## src/wrsd_pkg.sv

```systemverilog
// shared types and constants for the windowed rssi spread detector
package wrsd_pkg;

    localparam logic signed [7:0] RSSI_FLOOR = -8'sd100;

    localparam int CFG_IDX_W = 1;
    localparam logic [CFG_IDX_W-1:0] CFG_THRESHOLD_TENTHS = 1'b0;
    localparam logic [CFG_IDX_W-1:0] CFG_CALIBRATION_SCANS = 1'b1;

    localparam logic [9:0] THRESHOLD_RST = 10'd45;
    localparam logic [7:0] CAL_SCANS_RST = 8'd10;

    localparam logic [19:0] SPREAD_MAX = 20'hFFFFF;

    typedef enum logic [1:0] {
        STATUS_CAL    = 2'd0,
        STATUS_NORMAL = 2'd1,
        STATUS_ALERT  = 2'd2
    } status_t;

    // scan-end request into the window store
    typedef struct packed {
        logic              start;
        logic signed [7:0] peak;
    } win_ctl_t;

    // result of the spread evaluation
    typedef struct packed {
        logic        done;
        logic        alert;
        logic [19:0] spread;
    } eval_res_t;

endpackage

```

## src/wrsd_ram.sv

```systemverilog
// generic single-port-write ram with registered read
module wrsd_ram #(
    parameter int WIDTH = 8,
    parameter int DEPTH = 16,
    localparam int AW = (DEPTH > 1) ? $clog2(DEPTH) : 1
) (
    input  logic             clk,
    input  logic             we,
    input  logic [AW-1:0]    waddr,
    input  logic [WIDTH-1:0] wdata,
    input  logic             re,
    input  logic [AW-1:0]    raddr,
    output logic [WIDTH-1:0] rdata
);

    logic [WIDTH-1:0] mem [DEPTH];
    logic [WIDTH-1:0] rdata_reg;

    always_ff @(posedge clk)
    begin
        if (we)
        begin
            mem[waddr] <= wdata;
        end
        if (re)
        begin
            rdata_reg <= mem[raddr];
        end
    end

    assign rdata = rdata_reg;

endmodule

```

## src/wrsd_window.sv

```systemverilog
// ring of scan peaks in ram with running count, sum and sum of squares
module wrsd_window #(
    parameter int WINDOW = 15,
    localparam int CW = $clog2(WINDOW + 1),
    localparam int PW = $clog2(WINDOW),
    localparam int SUMW = 8 + CW,
    localparam int SQW = 14 + CW
) (
    input  logic                   clk,
    input  logic                   rst_n,
    input  wrsd_pkg::win_ctl_t     ctl,
    output logic                   done,
    output logic [CW-1:0]          count,
    output logic signed [SUMW-1:0] sum,
    output logic [SQW-1:0]         sq
);

    logic [2:0]            stage_reg;
    logic [PW-1:0]         wp_reg;
    logic [WINDOW-1:0]     vld_reg;
    logic signed [7:0]     peak_reg;
    logic [CW-1:0]         cnt_reg;
    logic signed [SUMW-1:0] sum_reg;
    logic [SQW-1:0]        sq_reg;
    logic [14:0]           sq_old_reg;
    logic [14:0]           sq_new_reg;

    logic [7:0]            rd_data;
    logic signed [7:0]     old_val;
    logic                  old_ok;
    logic                  new_ok;
    logic signed [15:0]    old_sq;
    logic signed [15:0]    new_sq;
    logic                  step1;

    assign step1 = stage_reg[0];

    // the entry is read at the scan-end beat and written in the cycle after it;
    // the next read of the ring comes only after the window update is done
    wrsd_ram #(
        .WIDTH(8),
        .DEPTH(WINDOW)
    ) u_ram (
        .clk   (clk),
        .we    (step1),
        .waddr (wp_reg),
        .wdata (peak_reg),
        .re    (ctl.start),
        .raddr (wp_reg),
        .rdata (rd_data)
    );

    always_comb
    begin
        old_val = $signed(rd_data);
        old_ok  = vld_reg[wp_reg] && (old_val > wrsd_pkg::RSSI_FLOOR);
        new_ok  = peak_reg > wrsd_pkg::RSSI_FLOOR;
        old_sq  = old_val * old_val;
        new_sq  = peak_reg * peak_reg;
    end

    always_ff @(posedge clk or negedge rst_n)
    begin
        if (!rst_n)
        begin
            stage_reg <= '0;
            wp_reg    <= '0;
            vld_reg   <= '0;
            cnt_reg   <= '0;
            sum_reg   <= '0;
            sq_reg    <= '0;
        end
        else
        begin
            stage_reg <= {stage_reg[1:0], ctl.start};
            if (step1)
            begin
                vld_reg[wp_reg] <= 1'b1;
                wp_reg  <= (wp_reg == PW'(WINDOW - 1)) ? '0 : wp_reg + 1'b1;
                cnt_reg <= cnt_reg - CW'(old_ok) + CW'(new_ok);
                sum_reg <= sum_reg - (old_ok ? SUMW'(old_val) : SUMW'(0))
                                   + (new_ok ? SUMW'(peak_reg) : SUMW'(0));
            end
            if (stage_reg[1])
            begin
                sq_reg <= sq_reg - SQW'(sq_old_reg) + SQW'(sq_new_reg);
            end
        end
    end

    always_ff @(posedge clk)
    begin
        if (ctl.start)
        begin
            peak_reg <= ctl.peak;
        end
        if (step1)
        begin
            sq_old_reg <= old_ok ? old_sq[14:0] : '0;
            sq_new_reg <= new_ok ? new_sq[14:0] : '0;
        end
    end

    assign done  = stage_reg[2];
    assign count = cnt_reg;
    assign sum   = sum_reg;
    assign sq    = sq_reg;

endmodule

```

## src/wrsd_eval.sv

```systemverilog
// spread n*s2 - s1^2 and the squared threshold test, four register stages
module wrsd_eval #(
    parameter int WINDOW = 15,
    localparam int CW = $clog2(WINDOW + 1),
    localparam int SUMW = 8 + CW,
    localparam int SQW = 14 + CW,
    localparam int DW = 2 * SUMW,
    localparam int CMPW = DW + 7
) (
    input  logic                    clk,
    input  logic                    rst_n,
    input  logic                    start,
    input  logic [CW-1:0]           count,
    input  logic signed [SUMW-1:0]  sum,
    input  logic [SQW-1:0]          sq,
    input  logic [9:0]              threshold,
    output wrsd_pkg::eval_res_t     res
);

    logic [3:0]            stage_reg;
    logic [CW+SQW-1:0]     prod_a_reg;
    logic [DW-1:0]         prod_b_reg;
    logic [19:0]           t2_reg;
    logic [2*CW-1:0]       n2_reg;
    logic [DW-1:0]         d_reg;
    logic [CMPW-1:0]       lhs_reg;
    logic [CMPW-1:0]       rhs_reg;
    logic                  alert_reg;

    logic [CW+SQW-1:0]     prod_a;
    logic signed [DW-1:0]  prod_b;
    logic [19:0]           t2;
    logic [2*CW-1:0]       n2;
    logic signed [DW:0]    diff;
    logic [20+2*CW-1:0]    tn;

    always_comb
    begin
        prod_a = count * sq;
        prod_b = sum * sum;
        t2     = threshold * threshold;
        n2     = count * count;
        diff   = $signed({1'b0, DW'(prod_a_reg)}) - $signed({1'b0, prod_b_reg});
        tn     = t2_reg * n2_reg;
    end

    always_ff @(posedge clk or negedge rst_n)
    begin
        if (!rst_n)
        begin
            stage_reg <= '0;
        end
        else
        begin
            stage_reg <= {stage_reg[2:0], start};
        end
    end

    always_ff @(posedge clk)
    begin
        if (start)
        begin
            prod_a_reg <= prod_a;
            prod_b_reg <= prod_b;
            t2_reg     <= t2;
            n2_reg     <= n2;
        end
        if (stage_reg[0])
        begin
            // clamp a negative difference to zero
            d_reg <= diff[DW] ? '0 : diff[DW-1:0];
        end
        if (stage_reg[1])
        begin
            // 100 * d as shifts
            lhs_reg <= (CMPW'(d_reg) << 6) + (CMPW'(d_reg) << 5) + (CMPW'(d_reg) << 2);
            rhs_reg <= CMPW'(tn);
        end
        if (stage_reg[2])
        begin
            alert_reg <= lhs_reg > rhs_reg;
        end
    end

    always_comb
    begin
        res.done   = stage_reg[3];
        res.alert  = alert_reg;
        res.spread = (d_reg > DW'(wrsd_pkg::SPREAD_MAX)) ? wrsd_pkg::SPREAD_MAX
                                                          : d_reg[19:0];
    end

endmodule

```

## src/windowed_rssi_spread_detector.sv

```systemverilog
// top level of the windowed rssi spread detector
//
// Readings enter on the input channel (rssi, last) with in_valid/in_stall;
// one result per reporting scan leaves on the output channel with
// out_valid/out_stall. Registers are written through cfg_valid/cfg_ready,
// cfg_index selects the threshold (0) or the calibration scan count (1).
// A reading without last leaves the input free and the next beat follows at once.
// A scan-end beat holds the input through the read-modify-write of the window
// ram and the running sums, the multiply and compare stages, and the load of
// the output register. A scan end with no valid window entry gives no result
// and releases the input once the window update is done.
// The output register keeps its beat while out_stall is high; input beats
// without last are still taken, a scan-end beat waits at its last step
// until the output register is free.
// Reset clears the window (per-entry valid bits), the sums, the pointer,
// the scan peak and calibration, and loads the register reset values.
module windowed_rssi_spread_detector #(
    parameter int WINDOW = 15
) (
    input  logic                              clk,
    input  logic                              rst_n,
    input  logic                              in_valid,
    output logic                              in_stall,
    input  logic signed [7:0]                 rssi,
    input  logic                              last,
    output logic                              out_valid,
    input  logic                              out_stall,
    output logic [1:0]                        status,
    output logic signed [7:0]                 scan_max,
    output logic signed [11:0]                window_sum,
    output logic [3:0]                        valid_count,
    output logic [19:0]                       spread,
    input  logic                              cfg_valid,
    output logic                              cfg_ready,
    input  logic [wrsd_pkg::CFG_IDX_W-1:0]    cfg_index,
    input  logic [9:0]                        cfg_data
);

    localparam int CW = $clog2(WINDOW + 1);
    localparam int SUMW = 8 + CW;
    localparam int SQW = 14 + CW;

    typedef enum logic [3:0] {
        ST_IDLE = 4'b0001,
        ST_WIN  = 4'b0010,
        ST_EVAL = 4'b0100,
        ST_OUT  = 4'b1000
    } state_t;

    state_t                 state_reg;
    state_t                 state_next;
    logic signed [7:0]      peak_reg;
    logic signed [7:0]      hold_peak_reg;
    logic [9:0]             thr_reg;
    logic [7:0]             cal_scans_reg;
    logic                   cal_reg;
    logic [7:0]             cal_cnt_reg;
    logic                   out_valid_reg;
    wrsd_pkg::status_t      status_reg;
    logic signed [7:0]      scan_max_reg;
    logic signed [11:0]     window_sum_reg;
    logic [3:0]             valid_count_reg;
    logic [19:0]            spread_reg;

    logic                   in_accept;
    logic                   out_load;
    logic signed [7:0]      final_peak;
    wrsd_pkg::win_ctl_t     win_ctl;
    logic                   win_done;
    logic [CW-1:0]          win_count;
    logic signed [SUMW-1:0] win_sum;
    logic [SQW-1:0]         win_sq;
    logic                   eval_start;
    wrsd_pkg::eval_res_t    eval_res;
    logic [7:0]             cal_cnt_next;
    logic signed [31:0]     sum_wide;
    logic signed [11:0]     sum_sat;
    logic [7:0]             cnt_wide;
    wrsd_pkg::status_t      status_new;

    assign in_stall  = (state_reg != ST_IDLE);
    assign in_accept = in_valid && !in_stall;
    assign cfg_ready = 1'b1;
    assign out_load  = (state_reg == ST_OUT) && (!out_valid_reg || !out_stall);
    assign final_peak = (rssi > peak_reg) ? rssi : peak_reg;

    always_comb
    begin
        win_ctl.start = in_accept && last;
        win_ctl.peak  = final_peak;
    end

    assign eval_start = (state_reg == ST_WIN) && win_done && (win_count != '0);

    wrsd_window #(
        .WINDOW(WINDOW)
    ) u_window (
        .clk   (clk),
        .rst_n (rst_n),
        .ctl   (win_ctl),
        .done  (win_done),
        .count (win_count),
        .sum   (win_sum),
        .sq    (win_sq)
    );

    wrsd_eval #(
        .WINDOW(WINDOW)
    ) u_eval (
        .clk       (clk),
        .rst_n     (rst_n),
        .start     (eval_start),
        .count     (win_count),
        .sum       (win_sum),
        .sq        (win_sq),
        .threshold (thr_reg),
        .res       (eval_res)
    );

    always_comb
    begin
        state_next = state_reg;
        unique case (state_reg)
            ST_IDLE:
            begin
                if (in_accept && last)
                begin
                    state_next = ST_WIN;
                end
            end
            ST_WIN:
            begin
                if (win_done)
                begin
                    state_next = (win_count == '0) ? ST_IDLE : ST_EVAL;
                end
            end
            ST_EVAL:
            begin
                if (eval_res.done)
                begin
                    state_next = ST_OUT;
                end
            end
            ST_OUT:
            begin
                if (out_load)
                begin
                    state_next = ST_IDLE;
                end
            end
            default:
            begin
                state_next = ST_IDLE;
            end
        endcase
    end

    always_comb
    begin
        cal_cnt_next = (cal_cnt_reg == 8'hFF) ? cal_cnt_reg : cal_cnt_reg + 8'd1;
        sum_wide     = 32'(win_sum);
        if (sum_wide > 32'sd2047)
        begin
            sum_sat = 12'sd2047;
        end
        else if (sum_wide < -32'sd2048)
        begin
            sum_sat = -12'sd2048;
        end
        else
        begin
            sum_sat = sum_wide[11:0];
        end
        cnt_wide = 8'(win_count);
        if (cal_reg)
        begin
            status_new = wrsd_pkg::STATUS_CAL;
        end
        else if (eval_res.alert)
        begin
            status_new = wrsd_pkg::STATUS_ALERT;
        end
        else
        begin
            status_new = wrsd_pkg::STATUS_NORMAL;
        end
    end

    always_ff @(posedge clk or negedge rst_n)
    begin
        if (!rst_n)
        begin
            state_reg     <= ST_IDLE;
            peak_reg      <= wrsd_pkg::RSSI_FLOOR;
            thr_reg       <= wrsd_pkg::THRESHOLD_RST;
            cal_scans_reg <= wrsd_pkg::CAL_SCANS_RST;
            cal_reg       <= 1'b1;
            cal_cnt_reg   <= '0;
            out_valid_reg <= 1'b0;
        end
        else
        begin
            state_reg <= state_next;
            if (in_accept)
            begin
                peak_reg <= last ? wrsd_pkg::RSSI_FLOOR : final_peak;
            end
            if (cfg_valid && cfg_ready)
            begin
                unique case (cfg_index)
                    wrsd_pkg::CFG_THRESHOLD_TENTHS:  thr_reg       <= cfg_data;
                    wrsd_pkg::CFG_CALIBRATION_SCANS: cal_scans_reg <= cfg_data[7:0];
                    default:                         thr_reg       <= thr_reg;
                endcase
            end
            if (out_load)
            begin
                out_valid_reg <= 1'b1;
                if (cal_reg)
                begin
                    cal_cnt_reg <= cal_cnt_next;
                    if (cal_cnt_next >= cal_scans_reg)
                    begin
                        cal_reg <= 1'b0;
                    end
                end
            end
            else if (out_valid_reg && !out_stall)
            begin
                out_valid_reg <= 1'b0;
            end
        end
    end

    always_ff @(posedge clk)
    begin
        if (in_accept && last)
        begin
            hold_peak_reg <= final_peak;
        end
        if (out_load)
        begin
            status_reg      <= status_new;
            scan_max_reg    <= hold_peak_reg;
            window_sum_reg  <= sum_sat;
            valid_count_reg <= (cnt_wide > 8'd15) ? 4'd15 : cnt_wide[3:0];
            spread_reg      <= eval_res.spread;
        end
    end

    assign out_valid   = out_valid_reg;
    assign status      = status_reg;
    assign scan_max    = scan_max_reg;
    assign window_sum  = window_sum_reg;
    assign valid_count = valid_count_reg;
    assign spread      = spread_reg;

endmodule

```

## config.mk

```make
export PLATFORM = sky130hd
export DESIGN_NAME = windowed_rssi_spread_detector
export DESIGN_NICKNAME = d
export VERILOG_FILES = /design/src/wrsd_pkg.sv /design/src/wrsd_ram.sv /design/src/wrsd_window.sv /design/src/wrsd_eval.sv /design/src/windowed_rssi_spread_detector.sv
export SDC_FILE = /design/constraint.sdc
export NUM_CORES = 2
export LEC_CHECK = 0
export BUFFER_PORTS_ARGS = -buffer_cell sky130_fd_sc_hd__buf_2
export CORE_MARGIN = 2
export CORE_UTILIZATION = 60
export CTS_CLUSTER_DIAMETER = 150
export DETAILED_ROUTE_END_ITERATION = 10
export PLACE_DENSITY = 0.8
export SLEW_MARGIN = 20
export SYNTH_ARGS = -nofsm -noshare
export SYNTH_HDL_FRONTEND = slang
export SYNTH_SLANG_ARGS = --single-unit
```

## constraint.sdc

```tcl
create_clock -name clk -period 7.74 [get_ports clk]
set_input_delay 0.774 -clock clk [delete_from_list [all_inputs] [get_ports clk]]
set_output_delay 0.774 -clock clk [all_outputs]
set_load 0.02 [all_outputs]
```

==> reports/qor.yml <==
clock_tree:
  cts_sinks: 462
  clkTransAtPathRegs_ns: 0.06
  hold_buffers: 0
  cts_tree: "done"
  cts_root_buf: "clkbuf_16"
  cts-buffers-inserted: 51
  cts_setup_buffers: 0
  cts_max_path_buffers: 3
  cts-resized-gates: 0
  insertion_delay_ns: 0.62
  h-tree-depth: 2
global_routing:
  grt_pass1_wl_um: 134000
  grt_pass1_vias: 26983
  antenna_found_initial: 3
  grt-ovfl-total: 0
  grt_max_degree: 74
  grt.total_usage_pct: 24.71
setup_path:
  cp-start-kind: "flip-flop"
  cp-end-kind: "flip-flop"
  worstPathArrival_ns: 6.69
  crit_required_ns: 8.08
  reg2reg_depth: 21
  worst-setup-path-type: "reg -> reg"
  crit_path_max_fanout: 9
synth:
  synth_seq_cells: 462
  synth_cell_types: 72
  ys.warnings.count: 0
  synth-seq-area-share_pct: 33.62
  ys.flop_type: "edfxtp_1"
  syn_inst: 3683
  syn_avg_cell_area_um2: 10.81
  syn-num-nets: 4516
  synthArstFlopShare_pct: 21.65
  syn-cell-area_um2: 39830
  synth_edf_count: 362
die:
  initial_core_util_pct: 60.58
  pin_count: 74
  die-area_um2: 68460
  die_w_um: 261.6
  design.core.area_um2: 65750
  rows: 94
  die_height_um: 261.6
layout:
  drive_gt1_share_pct: 8.285
  antenna_cells: 0
  syn2layout_area_growth_pct: 7.373
  fin_nets: 4570
  ff_latch_area_um2: 13400
  largest_reg_flops: 120
  mostFrequentLayoutCells: "inv_1 (694), fa_1 (420), ha_1 (388), edfxtp_1 (362), nand2_1 (264)"
  fillers: 4950
  multiInputGateArea_um2: 23460
  final_common_cell: "inv_1"
flow_run:
  cap_violations: 0
routing:
  drc_errors: 0
  drt-wirelength-per-cell_um: 17.37
  drt_pass1_iterations: 5
  vias: 25561
  routed_via_density: 5.506
  ant_nets: 0
  drt-initial-drc-count: 1536
  wirelength_um: 80630
timing:
  rsz0062_at_grt: "no"
  maxSlewViolCount: 0
  period_minus_slack_ns: 6.350
  finalSetupViolations: 0
  tightest_slew_ns: 1.075
  slew_headroom_pct: 28.35
  hold_viol: 0
  totalNegativeSetupSlack_ns: 0
  max_freq_mhz: 157.5
  fin_worst_skew_ns: 0.03333
  fin_crit_sh_pct: 82.04
placed_design:
  place_hpwl_um: 61750
  portBuffers: 72
  gp_congestion: 0.8853
min_path:
  hold_path_class: "in -> async"
status:
  status: "finished, final reports clean"
[critical path: stages (launching register included)]
cell	delay, ns
dfrtp_1	0.51
clkinv_1	0.37
nor2_1	0.25
inv_1	0.08
fa_1	0.54
inv_1	0.04
ha_1	0.31
fa_1	0.53
inv_1	0.05
fa_1	0.46
fa_1	0.54
inv_1	0.04
ha_1	0.32
a21oi_1	0.24
o21ai_0	0.16
a2111o_1	0.46
nand3_1	0.11
o22ai_1	0.12
o41ai_1	0.48
o211ai_1	0.18
o311a_1	0.14
xor2_1	0.15
[metrics by stage]
stage | std cells | setup slack, ns | hold slack [ns] | area (um^2) | utilization, %
2_1_floorplan | 3683 | 2.000 | 0.3519 | 39830 | -
3_3_place_gp | 4548 | 1.642 | 0.4405 | 41110 | 62.53
3_5_place_dp | 4548 | 1.498 | 0.4395 | 41110 | 62.53
4_1_cts | 4642 | 1.434 | 0.2324 | 42760 | 65.04
5_1_grt | 4642 | 0.9763 | 0.2469 | 42760 | 65.04
6_report | 4642 | 1.390 | 0.2187 | 42760 | 65.04
[cell families after synthesis]
| family | share of synthesized area, % |
|---|---|
| flip-flops | 33.62 |
| AO/OA/AOI/OAI | 7.081 |
| multiplexers | 3.264 |
| AND/OR/NAND/NOR | 11.26 |
| other | 0.01886 |
| XOR/XNOR | 3.936 |
| adder cells (fa/ha/maj) | 33.30 |
| buffers and inverters | 7.524 |
[Yosys cell counts, types with 6 or more instances]
cell type    n  share of area (%)
o31ai_1     15               0.28
clkbuf_1    87               0.82
o21bai_1    19               0.36
ha_1       388                 12
a31oi_1      9               0.14
mux2i_1     14               0.35
clkinv_1     8              0.075
nand2b_1    29               0.46
edfxtp_1   362                 27
a211oi_1    17               0.32
dfrtp_1     88                5.5
dfstp_2     12               0.79
a21oi_1    116                1.5
and2_1     187                2.9
a21o_1      52               0.98
nor2b_1     37               0.58
o22ai_1      6              0.094
nor2_1     211                2.0
o21a_1      32               0.60
nand4_1     11               0.17
buf_1        6              0.057
nor3b_1      6               0.11
a21boi_0    14               0.26
mux2_2      31               0.88
o21ai_0    100                1.3
o31a_1       6               0.13
and3_1      15               0.24
mux4_2      36                2.0
xnor2_1    136                3.0
nand3_1     33               0.41
nor3_1      50               0.63
nand2_1    264                2.5
fa_1       420                 21
or2_2       44               0.69
or3_1       15               0.24
xor2_1      43               0.95
inv_1      694                6.5
[final timing paths]
path,from,to,slack [ns]
setup / recovery,u_window.sum[6]$_DFFE_PN0P_,u_eval.prod_b_reg[22]$_DFFE_PP_,1.39
hold / removal,rst_n,u_eval.stage_reg[0]$_DFF_PN0_,0.22
setup reg to reg,u_window.sum[6]$_DFFE_PN0P_,u_eval.prod_b_reg[22]$_DFFE_PP_,1.39
hold reg to reg,u_eval.stage_reg[2]$_DFF_PN0_,u_eval.stage_reg[3]$_DFF_PN0_,0.46
max in group asynchronous,rst_n,u_window.wp_reg[0]$_DFFE_PN0P_,6.29
min in group clk,last,peak_reg[0]$_DFFE_PN0P_,0.38
[final cells by class]
class,instances,share of cell area [%]
clock buffer,69,3.262
sequential,462,31.32
multi-input combinational,2424,54.87
tap,864,2.528
timing repair buffer,96,1.270
inverter,702,6.162
clock inverter,25,0.5881
[per-layer routing]
metal | GRT usage [%] | up-vias | wire, um
met5 | 0 | - | 0
met3 | 2.537 | 186 | 2772
met4 | 8.681 | 0 | 2946
met1 | 30.60 | 12730 | 33190
li1 | - | 12114 | -
met2 | 45.05 | 531 | 41720
Power is left out: the tool's default activity adds up to more than one toggle a clock period on the data nets, which glitch-free logic cannot reach.
